### config.mk
export PLATFORM = sky130hd
export DESIGN_NAME = servo_bus_frame_receiver_flat
export DESIGN_NICKNAME = d
export VERILOG_FILES = /design/src/rtl/sbfr_pkg.sv /design/src/rtl/sbfr_if.sv /design/src/rtl/sbfr_front.sv /design/src/rtl/sbfr_queue.sv /design/src/rtl/sbfr_back.sv /design/src/rtl/servo_bus_frame_receiver.sv /design/src/flat_wrapper.sv
export SDC_FILE = /design/constraint.sdc
export NUM_CORES = 1
export LEC_CHECK = 0
export BUFFER_PORTS_ARGS = -buffer_cell sky130_fd_sc_hd__buf_2
export CAP_MARGIN = 10
export CORE_MARGIN = 1
export CORE_UTILIZATION = 45
export CTS_CLUSTER_DIAMETER = 150
export DETAILED_ROUTE_END_ITERATION = 6
export GPL_TIMING_DRIVEN = 0
export SYNTH_ARGS = -nofsm -noshare
export SYNTH_HDL_FRONTEND = slang
export SYNTH_SLANG_ARGS = --single-unit
export TNS_END_PERCENT = 100
### constraint.sdc
create_clock -name clk -period 6.35 [get_ports clk]
set_input_delay 1.27 -clock clk [delete_from_list [all_inputs] [get_ports clk]]
set_output_delay 1.27 -clock clk [all_outputs]
set_load 0.02 [all_outputs]
### src/rtl/sbfr_pkg.sv
// ----------------------------------------------------------------------------
// sbfr_pkg
// Types and constants shared by the servo bus frame receiver.
// ----------------------------------------------------------------------------
`timescale 1ns / 1ps

package sbfr_pkg;

  localparam logic [7:0] HEADER_RESET   = 8'h55;
  localparam logic [3:0] LENGTH_RESET   = 4'd2;
  localparam logic [7:0] MIN_LENGTH     = 8'd3;
  // id and length bytes sit ahead of the payload
  localparam logic [3:0] PAYLOAD_OFFSET = 4'd2;

  typedef enum logic {
    ST_OK       = 1'b0,
    ST_CSUM_ERR = 1'b1
  } status_t;

  typedef struct packed {
    logic       csum_err;
    logic [7:0] servo_id;
  } frame_tag_t;

endpackage

### src/rtl/sbfr_if.sv
// ----------------------------------------------------------------------------
// sbfr_if
// Valid/ready channel interfaces: received bytes, results, configuration.
// ----------------------------------------------------------------------------
`timescale 1ns / 1ps

interface sbfr_rx_if;
  logic       valid;
  logic       ready;
  logic [7:0] rx_byte;

  modport source (output valid, output rx_byte, input ready);
  modport sink   (input valid, input rx_byte, output ready);
endinterface

interface sbfr_result_if;
  logic       valid;
  logic       ready;
  logic       status;
  logic [7:0] servo_id;
  logic [2:0] payload_index;
  logic [7:0] payload_byte;
  logic       last;

  modport source (output valid, output status, output servo_id, output payload_index,
                  output payload_byte, output last, input ready);
  modport sink   (input valid, input status, input servo_id, input payload_index,
                  input payload_byte, input last, output ready);
endinterface

interface sbfr_cfg_if;
  logic       valid;
  logic       ready;
  logic [7:0] header_value;

  modport source (output valid, output header_value, input ready);
  modport sink   (input valid, input header_value, output ready);
endinterface

### src/rtl/sbfr_front.sv
// ----------------------------------------------------------------------------
// sbfr_front
// Byte parser: header hunt, id/length capture, payload collection and
// checksum test. Pushes one finished frame record per checksum byte.
// ----------------------------------------------------------------------------
`timescale 1ns / 1ps

module sbfr_front import sbfr_pkg::*; #(
  parameter int  MAX_LENGTH = 7,
  localparam int PAY_DEPTH  = MAX_LENGTH - 2,
  localparam int IDX_W      = (PAY_DEPTH > 1) ? $clog2(PAY_DEPTH) : 1,
  localparam int CNT_W      = $clog2(PAY_DEPTH + 1)
) (
  input  logic                        clk,
  input  logic                        rst,
  sbfr_rx_if.sink                     rx,
  input  logic [7:0]                  header_value,
  output logic                        push_valid,
  input  logic                        push_ready,
  output frame_tag_t                  push_tag,
  output logic [CNT_W-1:0]            push_count,
  output logic [PAY_DEPTH-1:0][7:0]   push_payload
);

  localparam logic [7:0] MAX_LEN_B = 8'(MAX_LENGTH);

  logic                      header_seen;
  logic                      in_frame;
  logic [3:0]                byte_position;
  logic [3:0]                frame_length;
  logic [7:0]                running_sum;
  logic [7:0]                frame_id;
  logic [PAY_DEPTH-1:0][7:0] payload_store;

  logic accept;
  logic in_body;
  logic is_payload;
  logic is_csum;

  assign in_body    = in_frame && (byte_position >= PAYLOAD_OFFSET);
  assign is_payload = in_body && (byte_position < frame_length);
  assign is_csum    = in_body && !(byte_position < frame_length);

  // only the checksum byte needs room in the queue
  assign rx.ready   = !is_csum || push_ready;
  assign accept     = rx.valid && rx.ready;

  assign push_valid        = rx.valid && is_csum;
  assign push_tag.csum_err = (rx.rx_byte != ~running_sum);
  assign push_tag.servo_id = frame_id;
  assign push_count        = CNT_W'(frame_length - PAYLOAD_OFFSET);
  assign push_payload      = payload_store;

  always_ff @(posedge clk) begin
    if (rst) begin
      header_seen   <= 1'b0;
      in_frame      <= 1'b0;
      byte_position <= 4'd0;
      frame_length  <= LENGTH_RESET;
      running_sum   <= 8'd0;
    end else if (accept) begin
      if (!in_frame) begin
        if (rx.rx_byte == header_value) begin
          if (header_seen) begin
            header_seen   <= 1'b0;
            in_frame      <= 1'b1;
            byte_position <= 4'd0;
            running_sum   <= 8'd0;
          end else begin
            header_seen <= 1'b1;
          end
        end else begin
          header_seen <= 1'b0;
        end
      end else if (byte_position == 4'd0) begin
        running_sum   <= rx.rx_byte;
        byte_position <= 4'd1;
      end else if (byte_position == 4'd1) begin
        if ((rx.rx_byte < MIN_LENGTH) || (rx.rx_byte > MAX_LEN_B)) begin
          in_frame      <= 1'b0;
          header_seen   <= 1'b0;
          byte_position <= 4'd0;
          frame_length  <= LENGTH_RESET;
        end else begin
          frame_length  <= rx.rx_byte[3:0];
          running_sum   <= running_sum + rx.rx_byte;
          byte_position <= PAYLOAD_OFFSET;
        end
      end else if (is_payload) begin
        running_sum   <= running_sum + rx.rx_byte;
        byte_position <= byte_position + 4'd1;
      end else begin
        // checksum byte closes the frame
        in_frame      <= 1'b0;
        header_seen   <= 1'b0;
        byte_position <= 4'd0;
        frame_length  <= LENGTH_RESET;
      end
    end
  end

  always_ff @(posedge clk) begin
    if (accept && in_frame && (byte_position == 4'd0)) begin
      frame_id <= rx.rx_byte;
    end
    if (accept && is_payload) begin
      payload_store[IDX_W'(byte_position - PAYLOAD_OFFSET)] <= rx.rx_byte;
    end
  end

endmodule

### src/rtl/sbfr_queue.sv
// ----------------------------------------------------------------------------
// sbfr_queue
// Small register FIFO of frame records between parser and result stage.
// ----------------------------------------------------------------------------
`timescale 1ns / 1ps

module sbfr_queue #(
  parameter int  WIDTH = 8,
  parameter int  DEPTH = 2,
  localparam int PTR_W = (DEPTH > 1) ? $clog2(DEPTH) : 1
) (
  input  logic             clk,
  input  logic             rst,
  input  logic             push_valid,
  output logic             push_ready,
  input  logic [WIDTH-1:0] push_data,
  output logic             pop_valid,
  input  logic             pop_ready,
  output logic [WIDTH-1:0] pop_data
);

  logic [DEPTH-1:0][WIDTH-1:0] entries;
  logic [PTR_W-1:0]            wr_ptr;
  logic [PTR_W-1:0]            rd_ptr;
  logic [PTR_W:0]              fill;

  logic do_push;
  logic do_pop;

  assign push_ready = (fill != (PTR_W + 1)'(DEPTH));
  assign pop_valid  = (fill != '0);
  assign pop_data   = entries[rd_ptr];
  assign do_push    = push_valid && push_ready;
  assign do_pop     = pop_valid && pop_ready;

  always_ff @(posedge clk) begin
    if (rst) begin
      wr_ptr <= '0;
      rd_ptr <= '0;
      fill   <= '0;
    end else begin
      if (do_push) begin
        wr_ptr <= (wr_ptr == PTR_W'(DEPTH - 1)) ? '0 : wr_ptr + 1'b1;
      end
      if (do_pop) begin
        rd_ptr <= (rd_ptr == PTR_W'(DEPTH - 1)) ? '0 : rd_ptr + 1'b1;
      end
      if (do_push && !do_pop) begin
        fill <= fill + 1'b1;
      end else if (do_pop && !do_push) begin
        fill <= fill - 1'b1;
      end
    end
  end

  always_ff @(posedge clk) begin
    if (do_push) begin
      entries[wr_ptr] <= push_data;
    end
  end

endmodule

### src/rtl/sbfr_back.sv
// ----------------------------------------------------------------------------
// sbfr_back
// Result stage: unpacks one frame record into result transactions, one per
// cycle while result.ready allows, into a registered output slot.
// ----------------------------------------------------------------------------
`timescale 1ns / 1ps

module sbfr_back import sbfr_pkg::*; #(
  parameter int  MAX_LENGTH = 7,
  localparam int PAY_DEPTH  = MAX_LENGTH - 2,
  localparam int CNT_W      = $clog2(PAY_DEPTH + 1)
) (
  input  logic                      clk,
  input  logic                      rst,
  input  logic                      pop_valid,
  output logic                      pop_ready,
  input  frame_tag_t                pop_tag,
  input  logic [CNT_W-1:0]          pop_count,
  input  logic [PAY_DEPTH-1:0][7:0] pop_payload,
  sbfr_result_if.source             result
);

  logic                      busy;
  frame_tag_t                cur_tag;
  logic [CNT_W-1:0]          remain;
  logic [2:0]                index;
  logic [PAY_DEPTH-1:0][7:0] cur_payload;

  logic issue;
  logic is_last;
  logic load;

  assign issue     = busy && (!result.valid || result.ready);
  assign is_last   = cur_tag.csum_err || (remain == CNT_W'(1));
  assign pop_ready = !busy || (issue && is_last);
  assign load      = pop_valid && pop_ready;

  always_ff @(posedge clk) begin
    if (rst) begin
      busy         <= 1'b0;
      result.valid <= 1'b0;
    end else begin
      if (issue) begin
        result.valid <= 1'b1;
      end else if (result.ready) begin
        result.valid <= 1'b0;
      end
      if (load) begin
        busy <= 1'b1;
      end else if (issue && is_last) begin
        busy <= 1'b0;
      end
    end
  end

  always_ff @(posedge clk) begin
    if (load) begin
      cur_tag     <= pop_tag;
      remain      <= pop_count;
      index       <= 3'd0;
      cur_payload <= pop_payload;
    end else if (issue) begin
      remain      <= remain - 1'b1;
      index       <= index + 3'd1;
      cur_payload <= cur_payload >> 8;
    end
    if (issue) begin
      result.servo_id <= cur_tag.servo_id;
      result.last     <= is_last;
      if (cur_tag.csum_err) begin
        result.status        <= ST_CSUM_ERR;
        result.payload_index <= 3'd0;
        result.payload_byte  <= 8'd0;
      end else begin
        result.status        <= ST_OK;
        result.payload_index <= index;
        result.payload_byte  <= cur_payload[0];
      end
    end
  end

endmodule

### src/rtl/servo_bus_frame_receiver.sv
// ----------------------------------------------------------------------------
// servo_bus_frame_receiver
// Throughput: one received byte per cycle, held back at a checksum byte while
// the frame queue is full; results leave one per cycle while not stalled. A
// two-entry frame queue lets parser and result stage stall apart.
// Reset (synchronous, rst high): hunting for header, queue empty, no result
// pending, header value back to 0x55.
// ----------------------------------------------------------------------------
`timescale 1ns / 1ps

module servo_bus_frame_receiver import sbfr_pkg::*; #(
  parameter int MAX_LENGTH = 7
) (
  input  logic          clk,
  input  logic          rst,
  sbfr_rx_if.sink       rx,
  sbfr_result_if.source result,
  sbfr_cfg_if.sink      cfg
);

  localparam int PAY_DEPTH = MAX_LENGTH - 2;
  localparam int CNT_W     = $clog2(PAY_DEPTH + 1);
  localparam int ENTRY_W   = $bits(frame_tag_t) + CNT_W + PAY_DEPTH * 8;
  localparam int Q_DEPTH   = 2;

  logic [7:0] header_value;

  logic                      push_valid;
  logic                      push_ready;
  frame_tag_t                push_tag;
  logic [CNT_W-1:0]          push_count;
  logic [PAY_DEPTH-1:0][7:0] push_payload;

  logic                      pop_valid;
  logic                      pop_ready;
  logic [ENTRY_W-1:0]        pop_data;
  frame_tag_t                pop_tag;
  logic [CNT_W-1:0]          pop_count;
  logic [PAY_DEPTH-1:0][7:0] pop_payload;

  assign cfg.ready = 1'b1;

  always_ff @(posedge clk) begin
    if (rst) begin
      header_value <= HEADER_RESET;
    end else if (cfg.valid) begin
      header_value <= cfg.header_value;
    end
  end

  sbfr_front #(.MAX_LENGTH(MAX_LENGTH)) u_front (
    .clk          (clk),
    .rst          (rst),
    .rx           (rx),
    .header_value (header_value),
    .push_valid   (push_valid),
    .push_ready   (push_ready),
    .push_tag     (push_tag),
    .push_count   (push_count),
    .push_payload (push_payload)
  );

  sbfr_queue #(.WIDTH(ENTRY_W), .DEPTH(Q_DEPTH)) u_queue (
    .clk        (clk),
    .rst        (rst),
    .push_valid (push_valid),
    .push_ready (push_ready),
    .push_data  ({push_tag, push_count, push_payload}),
    .pop_valid  (pop_valid),
    .pop_ready  (pop_ready),
    .pop_data   (pop_data)
  );

  assign {pop_tag, pop_count, pop_payload} = pop_data;

  sbfr_back #(.MAX_LENGTH(MAX_LENGTH)) u_back (
    .clk         (clk),
    .rst         (rst),
    .pop_valid   (pop_valid),
    .pop_ready   (pop_ready),
    .pop_tag     (pop_tag),
    .pop_count   (pop_count),
    .pop_payload (pop_payload),
    .result      (result)
  );

endmodule

### src/flat_wrapper.sv
// flat-port wrapper written by rule: the top's interface ports become plain ports
module servo_bus_frame_receiver_flat import sbfr_pkg::*;
#(
  parameter int MAX_LENGTH = 7
)
  (clk, rst, rx_valid, rx_rx_byte, rx_ready, result_valid, result_status, result_servo_id, result_payload_index, result_payload_byte, result_last, result_ready, cfg_valid, cfg_header_value, cfg_ready);
  sbfr_rx_if rx_i ();
  sbfr_result_if result_i ();
  sbfr_cfg_if cfg_i ();
  input  logic clk;
  input  logic rst;
  input wire logic [$bits(rx_i.valid)-1:0] rx_valid;
  input wire logic [$bits(rx_i.rx_byte)-1:0] rx_rx_byte;
  output wire logic [$bits(rx_i.ready)-1:0] rx_ready;
  output wire logic [$bits(result_i.valid)-1:0] result_valid;
  output wire logic [$bits(result_i.status)-1:0] result_status;
  output wire logic [$bits(result_i.servo_id)-1:0] result_servo_id;
  output wire logic [$bits(result_i.payload_index)-1:0] result_payload_index;
  output wire logic [$bits(result_i.payload_byte)-1:0] result_payload_byte;
  output wire logic [$bits(result_i.last)-1:0] result_last;
  input wire logic [$bits(result_i.ready)-1:0] result_ready;
  input wire logic [$bits(cfg_i.valid)-1:0] cfg_valid;
  input wire logic [$bits(cfg_i.header_value)-1:0] cfg_header_value;
  output wire logic [$bits(cfg_i.ready)-1:0] cfg_ready;
  assign rx_i.valid = rx_valid;
  assign rx_i.rx_byte = rx_rx_byte;
  assign rx_ready = rx_i.ready;
  assign result_valid = result_i.valid;
  assign result_status = result_i.status;
  assign result_servo_id = result_i.servo_id;
  assign result_payload_index = result_i.payload_index;
  assign result_payload_byte = result_i.payload_byte;
  assign result_last = result_i.last;
  assign result_i.ready = result_ready;
  assign cfg_i.valid = cfg_valid;
  assign cfg_i.header_value = cfg_header_value;
  assign cfg_ready = cfg_i.ready;
  servo_bus_frame_receiver #(.MAX_LENGTH(MAX_LENGTH)) u_core (.clk(clk), .rst(rst), .rx(rx_i), .result(result_i), .cfg(cfg_i));
endmodule
* After elaboration in Yosys (flattened, before gate mapping)
Cells that the tools add are included.
** Operators by class
- Add/subtract/negate cells :: 10
- $lt $le $gt $ge :: 9
- Equal/unequal tests :: 11
- Muxes and demuxes :: 52
- Bitwise gates (word level) :: 2
- Reductions and logical operators :: 39
** Operator list (count)
- $mux W52 :: 3
- $bwmux W104 :: 1
- $mux W40 :: 2
- $mux W8 :: 8
- $demux W52 S1 :: 1
- $bwmux W40 :: 1
- $mux W4 :: 9
- $demux W8 S3 :: 1
- $mux W1 :: 21
- $logic_and A1 B1 Y1 :: 16
- $reduce_bool A2 Y1 :: 7
- $add A8 B8 Y8 :: 1
- $eq A8 B8 Y1 :: 1
- $gt A8 B3 Y1 const B :: 1
- $lt A8 B2 Y1 const B :: 1
- $ne A8 B8 Y1 :: 1
- $not A8 Y8 :: 1
- $reduce_and A4 Y1 :: 2
- $logic_not A1 Y1 :: 6
- $mux W2 :: 3
- $mux W3 :: 2
- $ne A3 B2 Y1 const B :: 2
- $sub A3 B2 Y3 const B :: 2
- $logic_or A1 B1 Y1 :: 5
- other kinds (22) :: 25
** Word-level totals
- Flip-flop bits (word level) :: 260
- Output and inout port bits :: 24

* Logic depth before layout (Yosys ltp)
- Word-level depth :: 9
- Gate-level depth with buffers :: 11
- Mapped depth without buffers :: 10

* Cells and area by module
A second synthesis with hierarchy kept.
** Second synthesis, totals
- Cells, all modules :: 637
- Area, all modules :: 10562.6 um^2
** By module, submodules not included
- sbfr_queue :: instances 1, cells an instance 184, area an instance 3957.5 um^2
- sbfr_back :: instances 1, cells an instance 171, area an instance 3183.1 um^2
- sbfr_front :: instances 1, cells an instance 254, area an instance 3113.0 um^2
- servo_bus_frame_receiver :: instances 1, cells an instance 28, area an instance 309.0 um^2

* Worst setup path before layout
No wires, ideal clock.
- Path type :: in2reg
- Start :: input rx_valid
- End :: register u_core.u_queue.entries[0] in the netlist's numbering, enable pin
- Setup time :: 0.468 ns
- Arrival :: 4.209 ns
- Setup slack :: 1.673 ns
- Stages on the path :: 3
- Cell sequence :: nand2_1 -> nor4bb_1 -> nor2b_1
** Between the ends
- Word-level cells in the longest chain between the ends :: 2
** Ends and longest elaborated chain
- start: declaration :: RTL line flat_wrapper.sv:12 : input wire logic [$bits(rx_i.valid)-1:0] rx_valid;
- $logic_and A1 B1 Y1 :: RTL line sbfr_front.sv:48 : assign push_valid = rx.valid && is_csum;
- $logic_and A1 B1 Y1 :: RTL line sbfr_queue.sv:33 : assign do_push = push_valid && push_ready;
- via u_core.u_queue.do_push :: RTL line sbfr_queue.sv:27 : logic do_push;
- end signal: indexed assignment :: RTL line sbfr_queue.sv:58 : entries[wr_ptr] <= push_data;
- end: declaration :: RTL line sbfr_queue.sv:22 : logic [DEPTH-1:0][WIDTH-1:0] entries;
The timed path passes the listed nets, and every way through them passes these cells.
A chain may end at the register's enable or synchronous reset.

* Worst setup path after layout
- Start :: register u_core.u_front.byte_position[0]
- End :: output rx_ready
** Between the ends
- Word-level cells in the longest chain between the ends :: 5
- Elaborated cells between the ends (all ways) :: 7
** Ends and longest elaborated chain
- start: declaration :: RTL line sbfr_front.sv:29 : logic [3:0] byte_position;
- start signal: assignment :: RTL line sbfr_front.sv:91 : byte_position <= byte_position + 4'd1;
- $ge A4 B2 Y1 / $lt A4 B4 Y1 (equally long branches) :: RTL line sbfr_front.sv:40, sbfr_front.sv:42
- $logic_and A1 B1 Y1 / $logic_not A1 Y1 (equally long branches) :: RTL line sbfr_front.sv:40, sbfr_front.sv:42
- $logic_and A1 B1 Y1 * :: RTL line sbfr_front.sv:42 : assign is_csum = in_body && !(byte_position < frame_length);
- $logic_not A1 Y1 * :: RTL line sbfr_front.sv:45 : assign rx.ready = !is_csum || push_ready;
- $logic_or A1 B1 Y1 * :: RTL line sbfr_front.sv:45
- end: declaration :: RTL line flat_wrapper.sv:14 : output wire logic [$bits(rx_i.ready)-1:0] rx_ready;
Mark *: on every way between the ends. The rest lies on a longest branch, timed or not.

==> impl_metrics.py <==
metrics = {
    "layout": {
        "n_antenna_cell": 0,
        "postLayoutCellArea_um2": 11740,
        "area_growth_pct": 14.50,
        "drive_gt1_share_pct": 14.83,
        "layout.nets": 801,
    },
    "clock_network": {
        "ctsHoldBuffers": 0,
        "path_clk_slew_ns": 0.06,
        "clk_latency_ns": 0.53,
        "cts-root-buf": "clkbuf_16",
        "cts_tree": "built",
        "htree_levels": 1,
        "cts.sinks": 260,
        "cts_setup_buffers": 0,
        "ctsLongestPathBuffers": 3,
        "cts_buffers": 27,
        "post_cts_resized": 0,
    },
    "grt": {
        "antenna_found_initial": 0,
        "grt-busiest-layer": "met2",
        "grt_start_max_net_pins": 32,
        "grt_use_met2_pct": 29.25,
        "first_global_vias": 5793,
        "grtUsageMet1_pct": 21.30,
        "grt_overflow": 0,
        "grt_use_met3_pct": 2.580,
        "track_usage_pct": 16.80,
        "grt_pass1_wl_mm": 30.43,
    },
    "route": {
        "num_vias": 5584,
        "viasPerCell": 5.258,
        "routedWlPerCell_um": 18.03,
        "antenna_left": 0,
        "drt_first_iter_violations": 341,
        "postRouteWirelength_mm": 19.15,
        "drc": 0,
        "drt_pre_antenna_iters": 5,
    },
    "power": {
        "ir_worst_vdd_uv": 196.6,
        "cellPowerDensity_nw_per_um2": 386.0,
        "leakage_nw": 4.002,
    },
    "floorplanning": {
        "rows": 54,
        "die_area_um2": 23380,
        "die_w_um": 152.9,
        "die_y_um": 152.9,
        "ioPinCount": 45,
        "initial_core_util_pct": 46.39,
        "core-area_um2": 22090,
    },
    "logic_synthesis": {
        "syn-num-nets": 723,
        "synth_top_family_by_area": "simple AND/OR/NAND/NOR gates",
        "yosys_warnings": 0,
        "synth_edf_count": 225,
        "synth-seq-cells": 260,
        "synthSimpleGateAreaFrac_pct": 7.788,
        "async_flop_share_pct": 0,
        "synth_xor_xnor_area_share_pct": 1.538,
        "synthMuxAreaShare_pct": 6.970,
        "synthFlopType": "edfxtp_1",
        "synth_fa_ha_area_share_pct": 2.393,
        "synth_compound_area_share_pct": 6.287,
        "syn_inst": 683,
        "avgSynthCellArea_um2": 15.01,
        "syn_area_um2": 10250,
        "ys_seq_area_share_pct": 72.75,
        "yosysUniqueCellTypes": 57,
    },
    "setup_path": {
        "arrival_ns": 2.42,
        "reg2reg_slack_ns": 3.16,
        "worst_setup_path_end_kind": "output port",
        "cpPeakStageDelay_ns": 0.58,
        "rr_startpoint": "u_core.u_front.byte_position[3]",
        "worstSetupPathType": "reg -> out",
        "worstPathMaxFanout": 10,
        "required_ns": 5.08,
        "cp-start-kind": "register",
        "r2r-end": "u_core.u_queue.entries[34]",
        "rr_worst_depth": 7,
        "cp_slowest_cell": "dfxtp_1",
        "path_cells": "inv_1 -> ha_1 -> o41a_1 -> and2_1 -> nand3_1 -> buf_2",
    },
    "place": {
        "io_buffers": 42,
        "hpwl_mm": 12.50,
        "dpl_cell_area_um2": 10940,
        "place_congestion": 0.9091,
    },
    "timing": {
        "setup_tns_ns": 0,
        "relSlewSlack_pct": 22.47,
        "max_freq_mhz": 271.3,
        "slew_violations": 0,
        "min_period_ns": 3.686,
        "finalClockSkew_ns": 0.009512,
        "tightest_slew_ns": 1.163,
        "finalHoldViolations": 0,
        "holdWs_ns": 0.4176,
        "min_period_over_period_pct": 58.05,
        "rsz0062_at_grt": "no",
        "setup_viol_count_final": 0,
    },
    "min_path": {
        "holdPathStages": 0,
        "min_to": "u_core.u_back.result.servo_id[3]",
        "hp-class": "reg -> reg",
        "hp-start": "u_core.u_back.cur_tag[3]",
    },
    "run": {
        "maxCapViolations": 0,
    },
    "outcome": {
        "status": "finished clean",
    },
}
==> report_power, final <==
part / total [mW] / internal (mW) / switching [mW]
logic: 0.812 / 0.265 / 0.547
registers: 2.31 / 2.23 / 0.0751
clock network: 1.41 / 0.794 / 0.615
total: 4.53 / 3.29 / 1.24
==> per-layer routing <==
metal / vias up / wire (um) / part of all wire, %
met5: - / 0 / 0
met4: 0 / 402 / 2.1
met3: 37 / 745 / 3.9
met2: 124 / 9386 / 49
met1: 2703 / 8619 / 45
li1: 2720 / - / -
==> Yosys cell counts, types with 4 or more instances <==
cell type,number,area (um2)
edfxtp_1,225,6756
nor2_1,63,236.5
mux2i_1,59,590.6
a21oi_1,43,215.2
dfxtp_1,35,700.7
nand2_1,28,105.1
clkbuf_1,23,86.33
inv_1,23,86.33
ha_1,18,225.2
nor2b_1,17,106.4
xor2_1,14,122.6
o21ai_0,13,65.06
mux2_2,11,123.9
nand3_1,10,50.05
nor3_1,9,45.04
nor4_1,8,50.05
a211oi_1,6,45.04
nand4_1,5,31.28
nand2b_1,4,25.02
o211ai_1,4,30.03
o32ai_1,4,35.03
xnor2_1,4,35.03
==> kinds of logic (layout without fill, tap and decap cells) <==
logic type	Yosys count	count (layout)
AO/OA/AOI/OAI	97	97
flip-flops	260	260
AND/OR/NAND/NOR	164	164
XOR/XNOR	18	18
multiplexers	70	70
buffers and inverters	54	153
adder cells (fa/ha/maj)	19	19
other	1	1
==> state kept, by name (all words and copies together), names as in the netlist, 4 cells and up <==
name,cells
u_core.u_back.result.payload_byte,8
u_core.u_front.frame_id,8
u_core.u_back.cur_payload,40
u_core.u_front.frame_length,4
u_core.u_front.byte_position,4
u_core.u_front.running_sum,8
u_core.header_value,8
u_core.u_back.result.servo_id,8
u_core.u_queue.entries,104
u_core.u_front.push_payload,40
u_core.u_back.cur_tag,9
==> layout make-up <==
cell class / count / area [um2]
clock inverter: 15 / 80.08
buffer: 30 / 138.9
fill: 1775 / 10360
inverter: 24 / 90.09
clock buffer: 35 / 715.7
tap: 280 / 350.3
multi-input combinational: 369 / 2606
timing repair buffer: 49 / 297.8
sequential: 260 / 7457
==> stage by stage <==
step	total power [mW]	std cells	setup slack, ns	utilization, %
after CTS	4.585	1061	2.661	53.10
after detailed placement	3.174	1011	2.507	49.50
after floorplan	2.888	683	1.673	-
after global routing	4.739	1062	2.569	53.12
after global placement	3.132	1005	-0.05094	48.93
final	4.530	1062	2.664	53.12
==> layout by cell type, fill, tap and decap left out, drive strengths merged, types with 4 or more instances in the layout <==
master	synthesis	routed
mux2i	59	59
buf	7	56
nand3	10	10
nor4	8	8
xnor2	4	4
ha	18	18
o21ai	13	13
nor3	9	9
a211oi	6	6
xor2	14	14
clkinv	0	13
nor2b	17	17
nand2	28	28
nor3b	4	4
a21oi	43	43
o211ai	4	4
nand4	5	5
mux2	11	11
nor2	63	63
o32ai	4	4
nand2b	4	4
edfxtp	225	225
clkbuf	23	58
inv	24	25
dfxtp	35	35
==> critical path: cells and delay by family (launching register included) <==
kind            cells  cell delay (ns)
flops               1             0.58
buf+inv             2             0.37
simple gates        2             0.36
compound gates      1             0.33
fa+ha+maj           1             0.26
==> worst max-delay path by stage <==
stage	startpoint	endpoint	depth (start not counted)
2_1_floorplan	rx_valid	u_core.u_queue.entries[0]	3
3_3_place_gp	rx_valid	u_core.u_queue.entries[22]	4
3_5_place_dp	result_ready	u_core.u_back.cur_payload[27]	7
4_1_cts	u_core.u_front.byte_position[0]	rx_ready	6
5_1_grt	u_core.u_front.byte_position[0]	rx_ready	6
6_report	u_core.u_front.byte_position[0]	rx_ready	6
(Power assumes the default switching activity.)
